**src/hdl/ftmq_pkg.sv**
```systemverilog
// ----------------------------------------------------------------------------
// ftmq_pkg
// Shared types and constants of the frame timestamp match queue.
// ----------------------------------------------------------------------------
package ftmq_pkg;

    localparam int QUEUE_DEPTH_DEF = 20;
    localparam int SEQ_W           = 32;
    localparam int STAMP_W         = 64;
    localparam int COUNT_OUT_W     = 5;

    localparam logic [SEQ_W-1:0]   SEQ_TAKE_OLDEST    = '0;
    localparam logic [STAMP_W-1:0] PREDICT_BACKOFF_NS = 64'd1000;
    localparam logic [STAMP_W-1:0] INTERVAL_UNKNOWN   = 64'h7FFF_FFFF_FFFF_FFFF;

    typedef enum logic {
        REQ_PUSH = 1'b0,
        REQ_POP  = 1'b1
    } req_t;

    typedef enum logic [1:0] {
        ST_PUSHED    = 2'd0,
        ST_DUP       = 2'd1,
        ST_POPPED    = 2'd2,
        ST_PREDICTED = 2'd3
    } status_t;

    // search token handed from cell to cell
    typedef struct packed {
        logic               valid;
        logic               hit;
        logic [SEQ_W-1:0]   seq;
        logic [STAMP_W-1:0] stamp;
    } tok_t;

    // broadcast control from the sequencer to every cell
    typedef struct packed {
        logic clear;
        logic pop;
        logic commit_pop;
        logic commit_push;
        logic p_full;
        logic h_full;
    } cmd_t;

endpackage

```
**src/hdl/ftmq_cell.sv**
```systemverilog
// ----------------------------------------------------------------------------
// ftmq_cell
// One slot of the pending queue and of the stamp history, with its search step.
// ----------------------------------------------------------------------------
module ftmq_cell #(
    parameter int IDX     = 0,
    parameter int COUNT_W = 5
) (
    input  logic                         aclk,
    input  logic                         aresetn,
    input  ftmq_pkg::cmd_t               cmd,
    input  logic [COUNT_W-1:0]           pcount,
    input  logic [COUNT_W-1:0]           hcount,
    input  logic [ftmq_pkg::SEQ_W-1:0]   req_seq,
    input  logic [ftmq_pkg::STAMP_W-1:0] req_stamp,
    input  ftmq_pkg::tok_t               tok_i,
    output ftmq_pkg::tok_t               tok_o,
    input  logic [ftmq_pkg::SEQ_W-1:0]   nb_seq_i,
    input  logic [ftmq_pkg::STAMP_W-1:0] nb_pstamp_i,
    input  logic [ftmq_pkg::STAMP_W-1:0] nb_hstamp_i,
    output logic [ftmq_pkg::SEQ_W-1:0]   seq_o,
    output logic [ftmq_pkg::STAMP_W-1:0] pstamp_o,
    output logic [ftmq_pkg::STAMP_W-1:0] hstamp_o
);

    localparam logic [COUNT_W-1:0] MY_IDX = COUNT_W'(IDX);

    logic [ftmq_pkg::SEQ_W-1:0]   p_seq_reg,    p_seq_next;
    logic [ftmq_pkg::STAMP_W-1:0] p_stamp_reg,  p_stamp_next;
    logic [ftmq_pkg::STAMP_W-1:0] h_stamp_reg,  h_stamp_next;
    logic                         shift_reg,    shift_next;
    ftmq_pkg::tok_t               tok_reg,      tok_next;

    logic p_in;
    logic h_in;
    logic hit;

    always_comb begin
        p_in = MY_IDX < pcount;
        h_in = MY_IDX < hcount;
        if (cmd.pop) begin
            hit = p_in && (req_seq == ftmq_pkg::SEQ_TAKE_OLDEST || p_seq_reg == req_seq);
        end else begin
            hit = (p_in && p_seq_reg == req_seq && p_stamp_reg == req_stamp) ||
                  (h_in && h_stamp_reg == req_stamp);
        end

        tok_next       = tok_i;
        tok_next.valid = tok_i.valid;
        if (tok_i.valid && hit && !tok_i.hit) begin
            tok_next.hit   = 1'b1;
            tok_next.seq   = p_seq_reg;
            tok_next.stamp = p_stamp_reg;
        end

        shift_next = shift_reg;
        if (cmd.clear) begin
            shift_next = 1'b0;
        end else if (tok_i.valid && (tok_i.hit || hit)) begin
            shift_next = 1'b1;
        end

        p_seq_next   = p_seq_reg;
        p_stamp_next = p_stamp_reg;
        h_stamp_next = h_stamp_reg;
        if (cmd.commit_pop && shift_reg) begin
            p_seq_next   = nb_seq_i;
            p_stamp_next = nb_pstamp_i;
        end
        if (cmd.commit_push) begin
            if (cmd.p_full) begin
                p_seq_next   = nb_seq_i;
                p_stamp_next = nb_pstamp_i;
            end else if (MY_IDX == pcount) begin
                p_seq_next   = req_seq;
                p_stamp_next = req_stamp;
            end
            if (cmd.h_full) begin
                h_stamp_next = nb_hstamp_i;
            end else if (MY_IDX == hcount) begin
                h_stamp_next = req_stamp;
            end
        end
    end

    always_ff @(posedge aclk) begin
        if (!aresetn) begin
            shift_reg <= 1'b0;
            tok_reg   <= '0;
        end else begin
            shift_reg <= shift_next;
            tok_reg   <= tok_next;
        end
        p_seq_reg   <= p_seq_next;
        p_stamp_reg <= p_stamp_next;
        h_stamp_reg <= h_stamp_next;
    end

    assign tok_o    = tok_reg;
    assign seq_o    = p_seq_reg;
    assign pstamp_o = p_stamp_reg;
    assign hstamp_o = h_stamp_reg;

endmodule

```
**config.mk**
```make
export PLATFORM = sky130hd
export DESIGN_NAME = ftmq_cell
export DESIGN_NICKNAME = d
export VERILOG_FILES = /design/src/hdl/ftmq_pkg.sv /design/src/hdl/ftmq_cell.sv
export SDC_FILE = /design/constraint.sdc
export NUM_CORES = 1
export LEC_CHECK = 0
export BUFFER_PORTS_ARGS = -buffer_cell sky130_fd_sc_hd__buf_2
export CORE_AREA = 2 2 247 249
export DETAILED_ROUTE_END_ITERATION = 8
export DIE_AREA = 0 0 249 251
export PLACE_DENSITY = 0.51
export SYNTH_ARGS = -nofsm -noshare
export SYNTH_HDL_FRONTEND = slang
export SYNTH_SLANG_ARGS = --single-unit
```
**constraint.sdc**
```tcl
create_clock -name aclk -period 4.8 [get_ports aclk]
set_input_delay 0.48 -clock aclk [delete_from_list [all_inputs] [get_ports aclk]]
set_output_delay 0.48 -clock aclk [all_outputs]
set_load 0.02 [all_outputs]
```
# After elaboration in Yosys (flattened, before gate mapping)
# Index checks and enable logic that the tools add are counted.
# op_classes
n_bitwise,1
reduce_logical,18
eq_ne,3
mux,12
magnitude_cmp,2
# ops
cell,n
64-bit two-way mux,6
64-bit equality test,2
32-bit two-way mux,4
97-bit two-way mux,1
32-bit equality test,1
32-bit logical NOT,1
5-bit logical NOT,2
"1-bit by 5-bit < comparator with 1-bit output, first input constant",2
1-bit logical AND,8
1-bit logical OR,3
2-bit AND reduction,1
2-bit nonzero test,1
2-bit OR reduction,1
1-bit logical NOT,1
1-bit two-way mux,1
1-bit NOT,1
# word_totals
ff_bits,259
out_inout_bits,258
wordCells,44

# Logic depth before layout (Yosys ltp)
# logic_depth
ltp_word,8
ltp_mapped,10

# Worst setup path after synthesis
# Ideal clock, no wire load.
# synth_timing
path_kind,input-to-reg
from,input cmd[0] (netlist name)
to,"register h_stamp_reg, in the netlist hstamp_o[0] (enable)"
required_time_ns,4.314
setup_ns,0.486
cell_stages,4
t_arrival_ns,3.897
path_slack_ns,0.417
cell_sequence,clkbuf_1 > clkbuf_1 > nor2_1 > nor2_1
# synth_between
elab_chain_cells,2
# synth_lines
item,line,rtl
"start, declared",ftmq_cell.sv:11,"input ftmq_pkg::cmd_t cmd,"
2-bit nonzero test (no line),-,
2-bit AND reduction (no line),-,
"end signal, assigned",ftmq_cell.sv:96,h_stamp_reg <= h_stamp_next;
"end, declared",ftmq_cell.sv:30,"logic [ftmq_pkg::STAMP_W-1:0] h_stamp_reg, h_stamp_next;"
# No other way between the ends.
# A chain may end at the register's enable or synchronous reset.

# Worst setup path in the final report
# layout_timing
from,"register h_stamp_reg, in the netlist hstamp_o[12]"
to,"register tok_reg, in the netlist tok_o[25]"
# layout_between
elab_chain_cells,7
# layout_lines
item,line,rtl
64-bit equality test,ftmq_cell.sv:45,(h_in && h_stamp_reg == req_stamp);
1-bit logical AND,ftmq_cell.sv:45,
1-bit logical OR,ftmq_cell.sv:44,hit = (p_in && p_seq_reg == req_seq && p_stamp_reg == req_stamp) ||
1-bit two-way mux,ftmq_cell.sv:41,if (cmd.pop) begin
1-bit logical AND (2 in a row),ftmq_cell.sv:50,if (tok_i.valid && hit && !tok_i.hit) begin
97-bit two-way mux,ftmq_cell.sv:50,
"end signal, assigned",ftmq_cell.sv:92,tok_reg <= tok_next;
"end, declared",ftmq_cell.sv:32,"ftmq_pkg::tok_t tok_reg, tok_next;"
# No other way between the ends.

==> impl_metrics.yaml <==
pwr:
  p_per_area_nw_per_um2: 382
  p_leak_nw: 8.73
  power_mw: 7.21
  irDropWorstVdd_uv: 232
clocking:
  root_buffer: "clkbuf_16"
  cts_buffers: 34
  cts.path.max_buffers: 3
  cts.sinks: 259
  cts-htree-levels: 2
  hold_buffers: 0
  ctsResizeCount: 0
  clkLatencyLatePin_ns: 0.56
  path_clk_slew_ns: 0.06
  cts_tree: "yes"
  post-cts-setup-buffers: 0
drt:
  dr.pass1.iters: 5
  via_per_inst: 4.76
  drc: 0
  ant_nets: 0
  wire_per_inst_um: 24.6
  wirelength_um: 72200
  drtIter0Drc: 787
  vias: 13931
finish:
  largest_reg_flops: 98
  synthToLayoutAreaGrowth_pct: 35.8
  final_layout_size_suffix_gt1_frac: 0.358
  nNetsFinal: 2491
  final_cell_area_um2: 18900
  post-route-util: 0.316
synthesis:
  synth.distinct_cells: 33
  synth_area_leaders: "dfxtp_1 28%, edfxtp_1 14%, mux2i_1 14%"
  ys_seq_elements: 259
  async_flop_share: 0
  yosysSeqAreaShare: 0.419
  muxShareOfSynthArea: 0.189
  synth_area_leader_cell: "dfxtp_1"
  synth_cells: 1537
  synth_top_family_by_area: "multiplexers"
  synth_area_per_cell_um2: 9.04
  syn_nets: 1909
  synth_compound_area_frac: 0.0920
  syn_area_um2: 13900
  synth-main-ff-cell: "dfxtp_1"
  synth_warnings: 0
  synth_fa_ha_area_frac: 0
  synth_xor_area_frac: 0.101
  synth-edff-count: 64
  synth_top_cell_area_share: 0.281
  yosys.area_share.simple: 0.163
sta:
  timing.final.ws_setup_ns: 0.911
  hold_viol_final: 0
  slew_viol_final: 0
  tightest_slew_ns: 1.10
  setup_viol: 0
  period_needed_ns: 3.89
  maxSlewHeadroom: 0.259
  rsz0062_at_grt: "false"
  max_freq_mhz: 257
  final_min_period_over_clock_period: 0.810
  skew_ns: 0.0335
  finalSetupTns_ns: 0
critical_path:
  endpoint_kind: "flip-flop"
  cp_top_family: "simple AND/OR/NAND/NOR gates"
  ff2ff_path_depth: 8
  worst-endpoint-required_ns: 5.27
  start_kind: "flip-flop"
  slowest_stage: "or4_4"
  path_max_fanout: 43
  worstSetupPathType: "reg2reg"
  path_buf_inv: 1
  crit_chain: "xnor2_1 > nand4_1 > nor4_1 > nand3_1 > or4_4 > a2111oi_4 > buf_12 > mux2i_1"
  cp.depth: 8
  critPathArrivalTime_ns: 4.36
  max_stage_delay_ns: 0.64
global_route:
  grt_pass1_vias: 13821
  antenna_found_initial: 11
  overflow: 0
  grt_max_degree: 103
  grt_usage: 0.221
  grt_first_pass_wirelength_um: 100000
placed_design:
  dp_hpwl_um: 56600
  gp_congestion: 0.941
  place_area_um2: 17800
  port_buffers: 629
  place_ws_ns: 0.686
job:
  drv_cap: 0
min_path:
  whs_path_depth: 3
  min_path_type: "in2reg"
floorplan:
  die_area_um2: 62500
  start_util: 0.232
  core_um2: 59800
  die_w_um: 249
  num_rows: 90
  ios: 630
  fp.dieH_um: 251
run_status:
  status: "completed"
[area by class of cell]
type | count | area, um2
well taps | 782 | 978
fillers | 6382 | 40900
multi-input cells | 1173 | 7630
inverters | 4 | 17.5
clock inverters | 8 | 90.1
flip-flops and latches | 259 | 5830
clock buffers | 54 | 997
repair buffers | 647 | 3330
diodes | 2 | 5.00
[worst paths after layout]
kind | startpoint | to | slack, ns
min reg2reg | pstamp_o[16] | tok_o[16] | 0.51
max | hstamp_o[12] | tok_o[25] | 0.91
max reg2reg | hstamp_o[12] | tok_o[25] | 0.91
min | tok_i[34] | tok_o[34] | 0.16
[cells in the final DEF (no fill, tap or decap), types with 2 or more instances in the layout]
| cell type | netlist | layout |
|---|---|---|
| buf_2 | 0 | 626 |
| nor2_1 | 292 | 291 |
| dfxtp_1 | 195 | 195 |
| nand2_1 | 197 | 194 |
| mux2i_1 | 191 | 191 |
| a211oi_1 | 96 | 96 |
| a21oi_1 | 95 | 95 |
| xnor2_1 | 90 | 90 |
| xor2_1 | 70 | 70 |
| mux2_2 | 64 | 64 |
| edfxtp_1 | 64 | 64 |
| clkbuf_16 | 0 | 35 |
| nor4_1 | 30 | 30 |
| nand4_1 | 29 | 29 |
| buf_4 | 6 | 17 |
| clkbuf_1 | 73 | 14 |
| clkbuf_8 | 0 | 5 |
| inv_1 | 3 | 3 |
| nand2_4 | 0 | 3 |
| inv_4 | 0 | 3 |
| nor3_1 | 3 | 3 |
| clkinv_2 | 0 | 3 |
| buf_12 | 5 | 3 |
| diode_2 | 0 | 2 |
| and2_1 | 2 | 2 |
| clkinv_8 | 0 | 2 |
[cell usage after synthesis (2+ instances only)]
library cell / count
a211oi_1: 96
edfxtp_1: 64
buf_1: 17
a21oi_1: 95
xor2_1: 70
xnor2_1: 90
mux2_2: 64
buf_4: 6
mux2i_1: 191
nor4_1: 30
nor3_1: 3
nand4_1: 29
and2_1: 2
nand2_1: 197
nand3_1: 2
dfxtp_1: 195
nor2_1: 292
buf_12: 5
clkbuf_1: 73
inv_1: 3
[cells by family after synthesis]
group,count (synthesis)
buf+inv,105
flops,259
simple gates,557
mux,255
compound gates,201
xor+xnor,160
[worst register-to-register path, delay by kind of cell, from the launching register on]
kind / cells / cell delay, ns
AND/OR/NAND/NOR: 4 / 1.46
XOR/XNOR: 1 / 0.63
AO/OA/AOI/OAI: 1 / 0.62
flip-flops: 1 / 0.41
multiplexers: 1 / 0.38
buffers and inverters: 1 / 0.32
[metrics by stage]
| stage | hold WS, ns | instances |
|---|---|---|
| floorplan | 0.484 | 1537 |
| global placement | 0.496 | 2865 |
| detailed placement | 0.509 | 2865 |
| CTS | 0.123 | 2927 |
| global route | 0.143 | 2928 |
| finish | 0.163 | 2929 |
[per-layer routing]
layer  vias up  GRT usage  wire length (um)
met5         -          0                72
li1       6511          -                 -
met4        12     0.0670              2220
met1      6670      0.259             29100
met3       109     0.0513              4840
met2       629      0.399             36000
[power breakdown]
| part | internal (mW) | leakage, nW | switching, mW |
|---|---|---|---|
| sequential | 2.49 | 2.24 | 0.304 |
| combinational | 0.695 | 5.96 | 1.16 |
| clock | 1.49 | 0.532 | 1.07 |
| total | 4.68 | 8.73 | 2.54 |
No activity file was read; power rests on OpenSTA's default activity.
